File: src/text_tokenizer_stem_stopword_top_assert.svh
// assertion macros shared by the tokenizer modules
`ifndef TEXT_TOKENIZER_STEM_STOPWORD_TOP_ASSERT_SVH
`define TEXT_TOKENIZER_STEM_STOPWORD_TOP_ASSERT_SVH

// same-cycle implication, checked at every clock outside reset
`define TS_ASSERT_NOW(lbl, ante, cons, msg) \
    lbl: assert property (@(posedge i_clk) disable iff (!i_rst_n) (ante) |-> (cons)) \
        else $error(msg);

// next-cycle implication, checked at every clock outside reset
`define TS_ASSERT_NEXT(lbl, ante, cons, msg) \
    lbl: assert property (@(posedge i_clk) disable iff (!i_rst_n) (ante) |=> (cons)) \
        else $error(msg);

`endif

File: src/tokstem_pkg.sv
// shared types, constants and helper functions of the tokenizer
package tokstem_pkg;

    localparam int BYTE_W    = 8;
    localparam int POS_W     = 24;
    localparam int CIDX_W    = 5;
    localparam int LEN_W     = 8;
    localparam int EMIT_W    = 7;
    localparam int NUM_STOPS = 16;

    localparam logic [LEN_W-1:0] LEN_SAT   = 8'd255;
    localparam logic [LEN_W-1:0] STEM_MIN  = 8'd4;
    localparam logic [LEN_W-1:0] HEAD_LEN  = 8'd4;

    localparam logic [23:0] SUF_ING = 24'h696e67;
    localparam logic [15:0] SUF_ED  = 16'h6564;
    localparam logic [15:0] SUF_ES  = 16'h6573;
    localparam logic [7:0]  SUF_S   = 8'h73;

    localparam logic REQ_BYTE = 1'b0;
    localparam logic REQ_EOT  = 1'b1;

    // first character in the low byte
    typedef struct packed {
        logic [2:0]  len;
        logic [31:0] text;
    } t_stop;

    localparam t_stop STOP_LIST [NUM_STOPS] = '{
        '{3'd1, 32'h00000061}, '{3'd2, 32'h00006e61}, '{3'd3, 32'h00656874},
        '{3'd3, 32'h00646e61}, '{3'd2, 32'h0000726f}, '{3'd2, 32'h00006f74},
        '{3'd2, 32'h0000666f}, '{3'd2, 32'h00006e69}, '{3'd2, 32'h00006e6f},
        '{3'd3, 32'h00726f66}, '{3'd2, 32'h00007369}, '{3'd2, 32'h00007469},
        '{3'd4, 32'h68746977}, '{3'd2, 32'h00007361}, '{3'd2, 32'h00007962},
        '{3'd2, 32'h00006562}
    };

    typedef struct packed {
        logic              bank;
        logic [EMIT_W-1:0] emit_len;
        logic [POS_W-1:0]  position;
        logic              cut;
    } t_job;

    typedef struct packed {
        logic valid;
        logic bank;
    } t_done;

    function automatic logic [BYTE_W-1:0] to_lower(input logic [BYTE_W-1:0] c);
        logic [BYTE_W-1:0] r;
        r = c;
        if (c >= 8'h41 && c <= 8'h5a) begin
            r = c + 8'h20;
        end
        return r;
    endfunction

    function automatic logic is_alnum(input logic [BYTE_W-1:0] c);
        return (c >= 8'h61 && c <= 8'h7a) || (c >= 8'h30 && c <= 8'h39);
    endfunction

    function automatic logic is_stop(input logic [LEN_W-1:0] len,
                                     input logic [31:0] head);
        logic [31:0] mask;
        logic        hit;
        mask = '0;
        hit  = 1'b0;
        for (int b = 0; b < 4; b++) begin
            if (LEN_W'(b) < len) begin
                mask[b*8 +: 8] = 8'hff;
            end
        end
        for (int k = 0; k < NUM_STOPS; k++) begin
            if (len == LEN_W'(STOP_LIST[k].len) && (head & mask) == STOP_LIST[k].text) begin
                hit = 1'b1;
            end
        end
        return hit;
    endfunction

endpackage

File: src/tokstem_if.sv
// valid/ready channels for text bytes in and term characters out
interface tokstem_in_if;
    import tokstem_pkg::*;

    logic              valid;
    logic              ready;
    logic              req_type;
    logic [BYTE_W-1:0] text_byte;

    modport source (output valid, output req_type, output text_byte, input ready);
    modport sink   (input valid, input req_type, input text_byte, output ready);
endinterface

interface tokstem_out_if;
    import tokstem_pkg::*;

    logic              valid;
    logic              ready;
    logic [BYTE_W-1:0] term_char;
    logic [CIDX_W-1:0] char_index;
    logic [POS_W-1:0]  word_position;
    logic              last_char;
    logic              truncated;

    modport source (output valid, output term_char, output char_index, output word_position,
                    output last_char, output truncated, input ready);
    modport sink   (input valid, input term_char, input char_index, input word_position,
                    input last_char, input truncated, output ready);
endinterface

File: src/tokstem_ram.sv
// generic single-write, single-read ram with registered read data
module tokstem_ram #(
    parameter int WIDTH = 8,
    parameter int DEPTH = 64,
    localparam int ADDR_W = $clog2(DEPTH)
) (
    input  logic              i_clk,
    input  logic              i_wr_en,
    input  logic [ADDR_W-1:0] i_wr_addr,
    input  logic [WIDTH-1:0]  i_wr_data,
    input  logic [ADDR_W-1:0] i_rd_addr,
    output logic [WIDTH-1:0]  o_rd_data
);

    logic [WIDTH-1:0] r_mem [DEPTH];
    logic [WIDTH-1:0] r_rd_data;

    always_ff @(posedge i_clk) begin
        if (i_wr_en) begin
            r_mem[i_wr_addr] <= i_wr_data;
        end
        r_rd_data <= r_mem[i_rd_addr];
    end

    assign o_rd_data = r_rd_data;

endmodule

File: src/tokstem_queue.sv
// two-entry queue of closed words waiting for replay
`include "text_tokenizer_stem_stopword_top_assert.svh"

module tokstem_queue (
    input  logic               i_clk,
    input  logic               i_rst_n,
    input  logic               i_push,
    input  tokstem_pkg::t_job  i_job,
    input  logic               i_pop,
    output logic               o_empty,
    output tokstem_pkg::t_job  o_head
);
    import tokstem_pkg::*;

    t_job       r_mem [2];
    logic       r_wr;
    logic       r_rd;
    logic [1:0] r_count;

    always_ff @(posedge i_clk) begin
        if (!i_rst_n) begin
            r_wr    <= 1'b0;
            r_rd    <= 1'b0;
            r_count <= 2'd0;
        end else begin
            if (i_push) begin
                r_wr <= ~r_wr;
            end
            if (i_pop) begin
                r_rd <= ~r_rd;
            end
            case ({i_push, i_pop})
                2'b10:   r_count <= r_count + 2'd1;
                2'b01:   r_count <= r_count - 2'd1;
                default: r_count <= r_count;
            endcase
        end
    end

    always_ff @(posedge i_clk) begin
        if (i_push) begin
            r_mem[r_wr] <= i_job;
        end
    end

    assign o_empty = (r_count == 2'd0);
    assign o_head  = r_mem[r_rd];

    `TS_ASSERT_NOW(a_no_overflow, i_push, r_count != 2'd2, "push into full queue")
    `TS_ASSERT_NOW(a_no_underflow, i_pop, r_count != 2'd0, "pop from empty queue")
    `TS_ASSERT_NEXT(a_push_fills, i_push && !i_pop, !o_empty, "pushed item lost")

endmodule

File: src/tokstem_front.sv
// front end: classifies bytes, builds words, stems and filters closed words
module tokstem_front #(
    parameter int MAX_WORD = 32,
    localparam int IDX_W = $clog2(MAX_WORD)
) (
    input  logic                          i_clk,
    input  logic                          i_rst_n,
    tokstem_in_if.sink                    i_tok,
    input  logic                          i_stem_en,
    output logic                          o_wr_en,
    output logic [IDX_W:0]                o_wr_addr,
    output logic [tokstem_pkg::BYTE_W-1:0] o_wr_data,
    output logic                          o_push,
    output tokstem_pkg::t_job             o_job,
    input  tokstem_pkg::t_done            i_done
);
    import tokstem_pkg::*;

    logic [LEN_W-1:0]  r_len;
    logic [23:0]       r_tail;
    logic [31:0]       r_head;
    logic [POS_W-1:0]  r_pos;
    logic              r_wb;
    logic [1:0]        r_busy;

    logic [LEN_W-1:0]  n_len;
    logic [23:0]       n_tail;
    logic [POS_W-1:0]  n_pos;
    logic              n_wb;
    logic [1:0]        n_busy;

    logic [BYTE_W-1:0] c_low;
    logic              acc;
    logic              take_char;
    logic              close;
    logic [LEN_W-1:0]  stem_len;
    logic              cut;
    logic [EMIT_W-1:0] emit;
    logic              stop;

    assign c_low     = to_lower(i_tok.text_byte);
    assign i_tok.ready = ~r_busy[r_wb];
    assign acc       = i_tok.valid & i_tok.ready;
    assign take_char = acc && i_tok.req_type == REQ_BYTE && is_alnum(c_low);
    assign close     = acc && !take_char;

    always_comb begin
        stem_len = r_len;
        if (i_stem_en && r_len > STEM_MIN) begin
            if (r_tail == SUF_ING) begin
                stem_len = r_len - 8'd3;
            end else if (r_tail[15:0] == SUF_ED || r_tail[15:0] == SUF_ES) begin
                stem_len = r_len - 8'd2;
            end else if (r_tail[7:0] == SUF_S) begin
                stem_len = r_len - 8'd1;
            end
        end
    end

    assign cut  = stem_len > LEN_W'(MAX_WORD);
    assign emit = cut ? EMIT_W'(MAX_WORD) : stem_len[EMIT_W-1:0];
    assign stop = !cut && is_stop(stem_len, r_head);

    assign o_push         = close && r_len != '0 && !stop;
    assign o_job.bank     = r_wb;
    assign o_job.emit_len = emit;
    assign o_job.position = r_pos;
    assign o_job.cut      = cut;

    assign o_wr_en   = take_char && r_len < LEN_W'(MAX_WORD);
    assign o_wr_addr = {r_wb, r_len[IDX_W-1:0]};
    assign o_wr_data = c_low;

    always_comb begin
        n_len  = r_len;
        n_tail = r_tail;
        n_pos  = r_pos;
        n_wb   = r_wb;
        n_busy = r_busy;
        if (i_done.valid) begin
            n_busy[i_done.bank] = 1'b0;
        end
        if (o_push) begin
            n_busy[r_wb] = 1'b1;
            n_wb         = ~r_wb;
        end
        if (take_char) begin
            if (r_len != LEN_SAT) begin
                n_len = r_len + 8'd1;
            end
            n_tail = {r_tail[15:0], c_low};
        end
        if (close) begin
            n_len  = '0;
            n_tail = '0;
            if (r_len != '0) begin
                n_pos = r_pos + POS_W'(1);
            end
            if (i_tok.req_type == REQ_EOT) begin
                n_pos = '0;
            end
        end
    end

    always_ff @(posedge i_clk) begin
        if (!i_rst_n) begin
            r_len  <= '0;
            r_tail <= '0;
            r_pos  <= '0;
            r_wb   <= 1'b0;
            r_busy <= 2'b00;
        end else begin
            r_len  <= n_len;
            r_tail <= n_tail;
            r_pos  <= n_pos;
            r_wb   <= n_wb;
            r_busy <= n_busy;
        end
    end

    // first four characters kept for the stop list check
    always_ff @(posedge i_clk) begin
        if (take_char && r_len < HEAD_LEN) begin
            r_head[r_len[1:0]*8 +: 8] <= c_low;
        end
    end

endmodule

File: src/tokstem_back.sv
// back end: replays queued words from the buffer one character per item
`include "text_tokenizer_stem_stopword_top_assert.svh"

module tokstem_back #(
    parameter int MAX_WORD = 32,
    localparam int IDX_W = $clog2(MAX_WORD)
) (
    input  logic                           i_clk,
    input  logic                           i_rst_n,
    input  logic                           i_empty,
    input  tokstem_pkg::t_job              i_job,
    output logic                           o_pop,
    output tokstem_pkg::t_done             o_done,
    output logic [IDX_W:0]                 o_rd_addr,
    input  logic [tokstem_pkg::BYTE_W-1:0] i_rd_data,
    tokstem_out_if.source                  o_term
);
    import tokstem_pkg::*;

    typedef enum logic [1:0] {S_IDLE, S_RD, S_LOAD, S_OUT} t_state;

    t_state            r_state;
    logic [IDX_W-1:0]  r_idx;
    logic              r_valid;
    logic [BYTE_W-1:0] r_char;
    logic [CIDX_W-1:0] r_cidx;
    logic [POS_W-1:0]  r_pos;
    logic              r_last;
    logic              r_cut;

    assign o_rd_addr   = {i_job.bank, r_idx};
    assign o_pop       = r_state == S_OUT && o_term.ready && r_last;
    assign o_done.valid = o_pop;
    assign o_done.bank  = i_job.bank;

    assign o_term.valid         = r_valid;
    assign o_term.term_char     = r_char;
    assign o_term.char_index    = r_cidx;
    assign o_term.word_position = r_pos;
    assign o_term.last_char     = r_last;
    assign o_term.truncated     = r_cut;

    always_ff @(posedge i_clk) begin
        if (!i_rst_n) begin
            r_state <= S_IDLE;
            r_idx   <= '0;
            r_valid <= 1'b0;
        end else begin
            case (r_state)
                S_IDLE: begin
                    if (!i_empty) begin
                        r_idx   <= '0;
                        r_state <= S_RD;
                    end
                end
                S_RD: begin
                    r_state <= S_LOAD;
                end
                S_LOAD: begin
                    r_char  <= i_rd_data;
                    r_cidx  <= CIDX_W'(r_idx);
                    r_pos   <= i_job.position;
                    r_last  <= (EMIT_W'(r_idx) + EMIT_W'(1)) == i_job.emit_len;
                    r_cut   <= i_job.cut;
                    r_valid <= 1'b1;
                    r_state <= S_OUT;
                end
                S_OUT: begin
                    if (o_term.ready) begin
                        r_valid <= 1'b0;
                        if (r_last) begin
                            r_state <= S_IDLE;
                        end else begin
                            r_idx   <= IDX_W'(r_idx + 1'b1);
                            r_state <= S_RD;
                        end
                    end
                end
                default: begin
                    r_state <= S_IDLE;
                end
            endcase
        end
    end

    `TS_ASSERT_NOW(a_job_present, r_state != S_IDLE, !i_empty, "replay without queued word")
    `TS_ASSERT_NOW(a_idx_in_word, r_valid, EMIT_W'(r_idx) < i_job.emit_len, "index past term")
    `TS_ASSERT_NEXT(a_pop_clears, o_pop, !r_valid, "item still shown after word end")

endmodule

File: src/text_tokenizer_stem_stopword_top.sv
// top level: apb register, front end, word queue, buffer ram and back end
// a term's first character is shown once its word has passed the queue and the read and load states
// input: one byte per cycle while a buffer bank is free; two banks hold closed words
// output: each character passes the read, load and hand-off states; the back end idles between terms
// reset: synchronous active low, clears control state, position, length and stem_enable
// the word buffer is not cleared; only written entries are read back
module text_tokenizer_stem_stopword_top #(
    parameter int MAX_WORD = 32
) (
    input  logic         i_clk,
    input  logic         i_rst_n,
    tokstem_in_if.sink   i_tok,
    tokstem_out_if.source o_term,
    input  logic         psel,
    input  logic         penable,
    input  logic         pwrite,
    input  logic [2:0]   paddr,
    input  logic [31:0]  pwdata,
    output logic [31:0]  prdata,
    output logic         pready
);
    import tokstem_pkg::*;

    localparam int IDX_W = $clog2(MAX_WORD);
    localparam logic REG_STEM = 1'b0;

    logic              r_stem_en;
    logic              wr_en;
    logic [IDX_W:0]    wr_addr;
    logic [BYTE_W-1:0] wr_data;
    logic [IDX_W:0]    rd_addr;
    logic [BYTE_W-1:0] rd_data;
    logic              push;
    logic              pop;
    logic              empty;
    t_job              job_in;
    t_job              job_head;
    t_done             done;

    assign pready = 1'b1;
    assign prdata = (paddr[2] == REG_STEM) ? {31'd0, r_stem_en} : 32'd0;

    always_ff @(posedge i_clk) begin
        if (!i_rst_n) begin
            r_stem_en <= 1'b0;
        end else if (psel && penable && pwrite && pready && paddr[2] == REG_STEM) begin
            r_stem_en <= pwdata[0];
        end
    end

    tokstem_front #(.MAX_WORD(MAX_WORD)) u_front (
        .i_clk     (i_clk),
        .i_rst_n   (i_rst_n),
        .i_tok     (i_tok),
        .i_stem_en (r_stem_en),
        .o_wr_en   (wr_en),
        .o_wr_addr (wr_addr),
        .o_wr_data (wr_data),
        .o_push    (push),
        .o_job     (job_in),
        .i_done    (done)
    );

    tokstem_queue u_queue (
        .i_clk   (i_clk),
        .i_rst_n (i_rst_n),
        .i_push  (push),
        .i_job   (job_in),
        .i_pop   (pop),
        .o_empty (empty),
        .o_head  (job_head)
    );

    tokstem_ram #(.WIDTH(BYTE_W), .DEPTH(2 << IDX_W)) u_ram (
        .i_clk     (i_clk),
        .i_wr_en   (wr_en),
        .i_wr_addr (wr_addr),
        .i_wr_data (wr_data),
        .i_rd_addr (rd_addr),
        .o_rd_data (rd_data)
    );

    tokstem_back #(.MAX_WORD(MAX_WORD)) u_back (
        .i_clk     (i_clk),
        .i_rst_n   (i_rst_n),
        .i_empty   (empty),
        .i_job     (job_head),
        .o_pop     (pop),
        .o_done    (done),
        .o_rd_addr (rd_addr),
        .i_rd_data (rd_data),
        .o_term    (o_term)
    );

endmodule
File: src/flat_wrapper.sv
// flat-port wrapper written by rule: the top's interface ports become plain ports
module text_tokenizer_stem_stopword_top_flat import tokstem_pkg::*;
#(
    parameter int MAX_WORD = 32
)
  (i_clk, i_rst_n, psel, penable, pwrite, paddr, pwdata, prdata, pready, i_tok_valid, i_tok_req_type, i_tok_text_byte, i_tok_ready, o_term_valid, o_term_term_char, o_term_char_index, o_term_word_position, o_term_last_char, o_term_truncated, o_term_ready);
  tokstem_in_if i_tok_i ();
  tokstem_out_if o_term_i ();
  input  logic i_clk;
  input  logic i_rst_n;
  input  logic psel;
  input  logic penable;
  input  logic pwrite;
  input  logic [2:0] paddr;
  input  logic [31:0] pwdata;
  output logic [31:0] prdata;
  output logic pready;
  input wire logic [$bits(i_tok_i.valid)-1:0] i_tok_valid;
  input wire logic [$bits(i_tok_i.req_type)-1:0] i_tok_req_type;
  input wire logic [$bits(i_tok_i.text_byte)-1:0] i_tok_text_byte;
  output wire logic [$bits(i_tok_i.ready)-1:0] i_tok_ready;
  output wire logic [$bits(o_term_i.valid)-1:0] o_term_valid;
  output wire logic [$bits(o_term_i.term_char)-1:0] o_term_term_char;
  output wire logic [$bits(o_term_i.char_index)-1:0] o_term_char_index;
  output wire logic [$bits(o_term_i.word_position)-1:0] o_term_word_position;
  output wire logic [$bits(o_term_i.last_char)-1:0] o_term_last_char;
  output wire logic [$bits(o_term_i.truncated)-1:0] o_term_truncated;
  input wire logic [$bits(o_term_i.ready)-1:0] o_term_ready;
  assign i_tok_i.valid = i_tok_valid;
  assign i_tok_i.req_type = i_tok_req_type;
  assign i_tok_i.text_byte = i_tok_text_byte;
  assign i_tok_ready = i_tok_i.ready;
  assign o_term_valid = o_term_i.valid;
  assign o_term_term_char = o_term_i.term_char;
  assign o_term_char_index = o_term_i.char_index;
  assign o_term_word_position = o_term_i.word_position;
  assign o_term_last_char = o_term_i.last_char;
  assign o_term_truncated = o_term_i.truncated;
  assign o_term_i.ready = o_term_ready;
  text_tokenizer_stem_stopword_top #(.MAX_WORD(MAX_WORD)) u_core (.i_clk(i_clk), .i_rst_n(i_rst_n), .i_tok(i_tok_i), .o_term(o_term_i), .psel(psel), .penable(penable), .pwrite(pwrite), .paddr(paddr), .pwdata(pwdata), .prdata(prdata), .pready(pready));
endmodule
File: config.mk
export PLATFORM = sky130hd
export DESIGN_NAME = text_tokenizer_stem_stopword_top_flat
export DESIGN_NICKNAME = d
export VERILOG_FILES = /design/src/tokstem_pkg.sv /design/src/tokstem_if.sv /design/src/tokstem_ram.sv /design/src/tokstem_queue.sv /design/src/tokstem_front.sv /design/src/tokstem_back.sv /design/src/text_tokenizer_stem_stopword_top.sv /design/src/flat_wrapper.sv
export VERILOG_INCLUDE_DIRS = /design/src /design/src/src
export SDC_FILE = /design/constraint.sdc
export NUM_CORES = 1
export LEC_CHECK = 0
export BUFFER_PORTS_ARGS = -buffer_cell sky130_fd_sc_hd__buf_2
export CORE_MARGIN = 2
export CORE_UTILIZATION = 30
export CTS_BUF_LIST = sky130_fd_sc_hd__clkbuf_16
export CTS_CLUSTER_DIAMETER = 200
export DETAILED_ROUTE_END_ITERATION = 8
export PLACE_DENSITY = 0.48
export SETUP_SLACK_MARGIN = 0.5
export SLEW_MARGIN = 10
export SYNTH_ARGS = -nofsm -noshare
export SYNTH_HDL_FRONTEND = slang
export SYNTH_SLANG_ARGS = --single-unit
File: constraint.sdc
create_clock -name i_clk -period 9.8 [get_ports i_clk]
set_clock_uncertainty 0.1 [all_clocks]
set_input_delay 2.94 -clock i_clk [delete_from_list [all_inputs] [get_ports i_clk]]
set_output_delay 2.94 -clock i_clk [all_outputs]
set_load 0.01 [all_outputs]
==> metrics.md <==
| Metric | Value |
|---|---|
| Yosys top cell area share | `66.3%` |
| Initial antenna violation count | `2` |
| Flop pwr share | `54.5%` |
| CTS buffer count | `78` |
| First-pass GRT wire length | `101000 um` |
| CTS tree | `yes` |
| Pwr dens | `186 mW/mm^2` |
| Die Wd | `317 um` |
| Most frequent cells in the layout | `edfxtp_1 (649), nor2_1 (170), mux4_2 (168), clkbuf_16 (78), dfxtp_1 (77)` |
| H-tree depth | `3` |
| Static leakage | `0.0105 uW` |
| Clock share of power | `43.4%` |
| Post-DR wirelength/cell | `22.1 um` |
| Placer Congestion | `0.777` |
| Via count | `14800` |
| Total iterations of the first detailed-routing run | `5` |
| GRT overflow | `0` |
| Hold buffers post-CTS | `0` |
| Dpl hpwl | `41600 um` |
| Area contributors post-synth | `edfxtp_1 (66%), mux4_2 (13%), dfxtp_1 (5.5%), nor2_1 (2.2%), mux2i_1 (1.1%)` |
| Crit path DAT | `6.71 ns` |
| Utilization after layout | `34.5%` |
| Post-synthesis async set-or-reset flop share | `0%` |
| Max incr delay on CP | `0.81 ns` |
| Root Buffer | `clkbuf_16` |
| Classification of the worst setup path | `input port to register` |
| Number of global-route vias before repair | `15200` |
| Avg Inst Size Synth | `17.9 um^2` |
| Crit path cell chain | `buf_2 > buf_4 > or4_1 > o21ai_1 > o31ai_1 > nand3_1 > buf_4 > nor2_1 > and2_1 > nand3_1 > nor2_1` |
| Peak VDD IR | `0.0945 mV` |
| Critical Path End Type | `register` |
| Post-Synthesis Cells | `1641` |
| CP required | `9.94 ns` |
| CORE AREA | `0.0969 mm^2` |
| Die height | `317 um` |
| Sw Ratio | `20.6%` |
| Buffers on Ports | `59` |
| Sequential share of the synthesized area | `71.8%` |
| Fillers | `9173` |
| Cell taking the most area after synthesis | `edfxtp_1` |
| DRT Wirelength | `68000 um` |
| Yosys Warn Count | `0` |
| Fmax | `152 MHz` |
| Synthesized area | `0.0294 mm^2` |
| Period minus WS final | `6.57 ns` |
| EDFF count, synth | `649` |
| Psw | `1280 uW` |
| DRC | `0` |
| Final setup viols | `0` |
| Post-synth cell types | `77` |
| Synth Flop Type | `edfxtp_1` |
| Slew headroom | `26.6%` |
| Comb pwr share | `2.1%` |
| Die area | `0.100 mm^2` |
| Row cnt | `114` |
| Clk_lat worst skew | `0.61 ns` |
| Hold WC Path Type | `register to register` |
| Total GRT Usage | `13.6%` |
| # resized after CTS | `0` |
| Commonest non-fill, non-tap cell in the layout | `edfxtp_1` |
| Maxcap violations | `0` |
| Vias per Instance | `4.82` |
| Critical path's slowest cell | `nor2_1` |
| Worst slew pin tran | `1.10 ns` |
| Area delta synth->final | `13.8%` |
| Number of DRC markers in iteration 0 | `1264` |
| Clk buf depth | `3` |
| Status | `finished clean` |
| I/O pin total | `125` |
| Overall Power | `6230 uW` |
| P_int | `4950 uW` |
| Final period util | `67.1%` |
| # clock sinks | `730` |
| Largest net degree at the start of global routing | `73` |
| Register bit count reported by yosys | `730` |
| Clock transition at path regs | `0.06 ns` |
| Nets | `1808` |
| RSZ-0062 raised after global routing | `false` |
| Post-route ant nets | `0` |
| Startpoint Class | `input port` |
| Fin Setup TNS | `0 ns` |
| Fraction of layout cells with a size suffix above 1 | `22.8%` |
| Setup bufs post-CTS | `0` |
| Crit Path Max Fanout | `72` |
| Initial Util | `30.3%` |
| Final Max Slew Viols | `0` |
| Final hold viol count | `0` |
power groups by stage:
| stage | Combinational (uW) | Clock (uW) | Sequential [uW] |
|---|---|---|---|
| 2_1_floorplan | 72.8 | 0 | 3460 |
| 3_3_place_gp | 132 | 0 | 3460 |
| 3_5_place_dp | 138 | 0 | 3460 |
| 4_1_cts | 138 | 2770 | 3400 |
| 5_1_grt | 151 | 2890 | 3400 |
| 6_report | 133 | 2700 | 3400 |
per-stage QoR:
step	area [um^2]	setup WS, ns	instances	hold WS, ns
final	33400	3.23	3076	0.305
after global routing	33400	2.85	3076	0.311
after CTS	33400	3.18	3075	0.309
after detailed placement	31100	2.50	2934	0.296
after global placement	31100	2.64	2934	0.296
after floorplan	29500	3.34	1673	0.286
cells by family after synthesis:
group / after synthesis / share of synthesized area [%]
xor gates and xnor gates: 39 / 1.16
DFF: 730 / 71.8
and+or+nand+nor: 421 / 7.23
other: 2 / 0.0256
muxes: 228 / 15.0
AOI/OAI and AO/OA: 86 / 1.99
buffers and inverters: 116 / 1.89
adders and majority gates: 19 / 0.809
synth_stat cells (all sizes together) (9+ instances only):
library cell	count
nor4	13
buf	48
nor3	17
mux2	26
xnor2	20
and2	28
nor2b	12
dfxtp	81
xor2	19
nand4	11
or3	11
and3	15
clkbuf	45
ha	19
edfxtp	649
nand2	60
nand2b	9
mux2i	34
o21ai	19
a21oi	23
inv	22
mux4	168
nand3	33
nor2	172
final cells by class:
| class | count | area, um^2 | area share (%) |
|---|---|---|---|
| tap | 1276 | 1600 | 4.78 |
| clock buffer | 78 | 1950 | 5.84 |
| sequential | 730 | 21100 | 63.2 |
| clock inverter | 63 | 384 | 1.15 |
| timing repair buffer | 78 | 438 | 1.31 |
| multi-input combinational | 827 | 7860 | 23.5 |
| inverter | 23 | 86.3 | 0.258 |
| antenna | 1 | 2.50 | 0.00748 |
per-layer routing:
metal | GRT usage [%] | part of all wire (%)
met5 | 0 | 0
met4 | 4.03 | 1.8
met3 | 1.92 | 3.9
met2 | 22.1 | 49
met1 | 18.9 | 46
state kept, by name, summed over array words and instances, names as in the netlist, named ones only:
| name | cells |
|---|---|
| u_core.r_stem_en | 1 |
| u_core.u_back.o_term.char_index | 5 |
| u_core.u_back.o_term.last_char | 1 |
| u_core.u_back.o_term.term_char | 8 |
| u_core.u_back.o_term.truncated | 1 |
| u_core.u_back.o_term.valid | 1 |
| u_core.u_back.o_term.word_position | 24 |
| u_core.u_back.r_idx | 5 |
| u_core.u_back.r_state | 2 |
| u_core.u_front.r_busy | 2 |
| u_core.u_front.r_head | 32 |
| u_core.u_front.r_len | 8 |
| u_core.u_front.r_pos | 24 |
| u_core.u_front.r_tail | 24 |
| u_core.u_front.r_wb | 1 |
| u_core.u_queue.r_count | 2 |
| u_core.u_queue.r_mem | 66 |
| u_core.u_queue.r_rd | 1 |
| u_core.u_queue.r_wr | 1 |
| u_core.u_ram.o_rd_data | 8 |
| u_core.u_ram.r_mem | 512 |
critical path: cells and delay by family:
family,cells,cell delay [ns]
compound gates,2,0.48
simple gates,6,2.15
buf+inv,3,0.96
final timing paths:
check / start / end / slack, ns / cells past startpoint
hold / removal: u_core.u_ram.o_rd_data[6] / u_core.u_back.o_term.term_char[6] / 0.30 / 0
setup / recovery: i_tok_text_byte[2] / u_core.u_ram.r_mem[42][5] / 3.23 / 11
hold reg to reg: u_core.u_ram.o_rd_data[6] / u_core.u_back.o_term.term_char[6] / 0.30 / 0
setup reg to reg: u_core.u_front.r_len[0] / u_core.u_queue.r_mem[0][18] / 4.60 / 12
(Power assumes the default switching activity.)
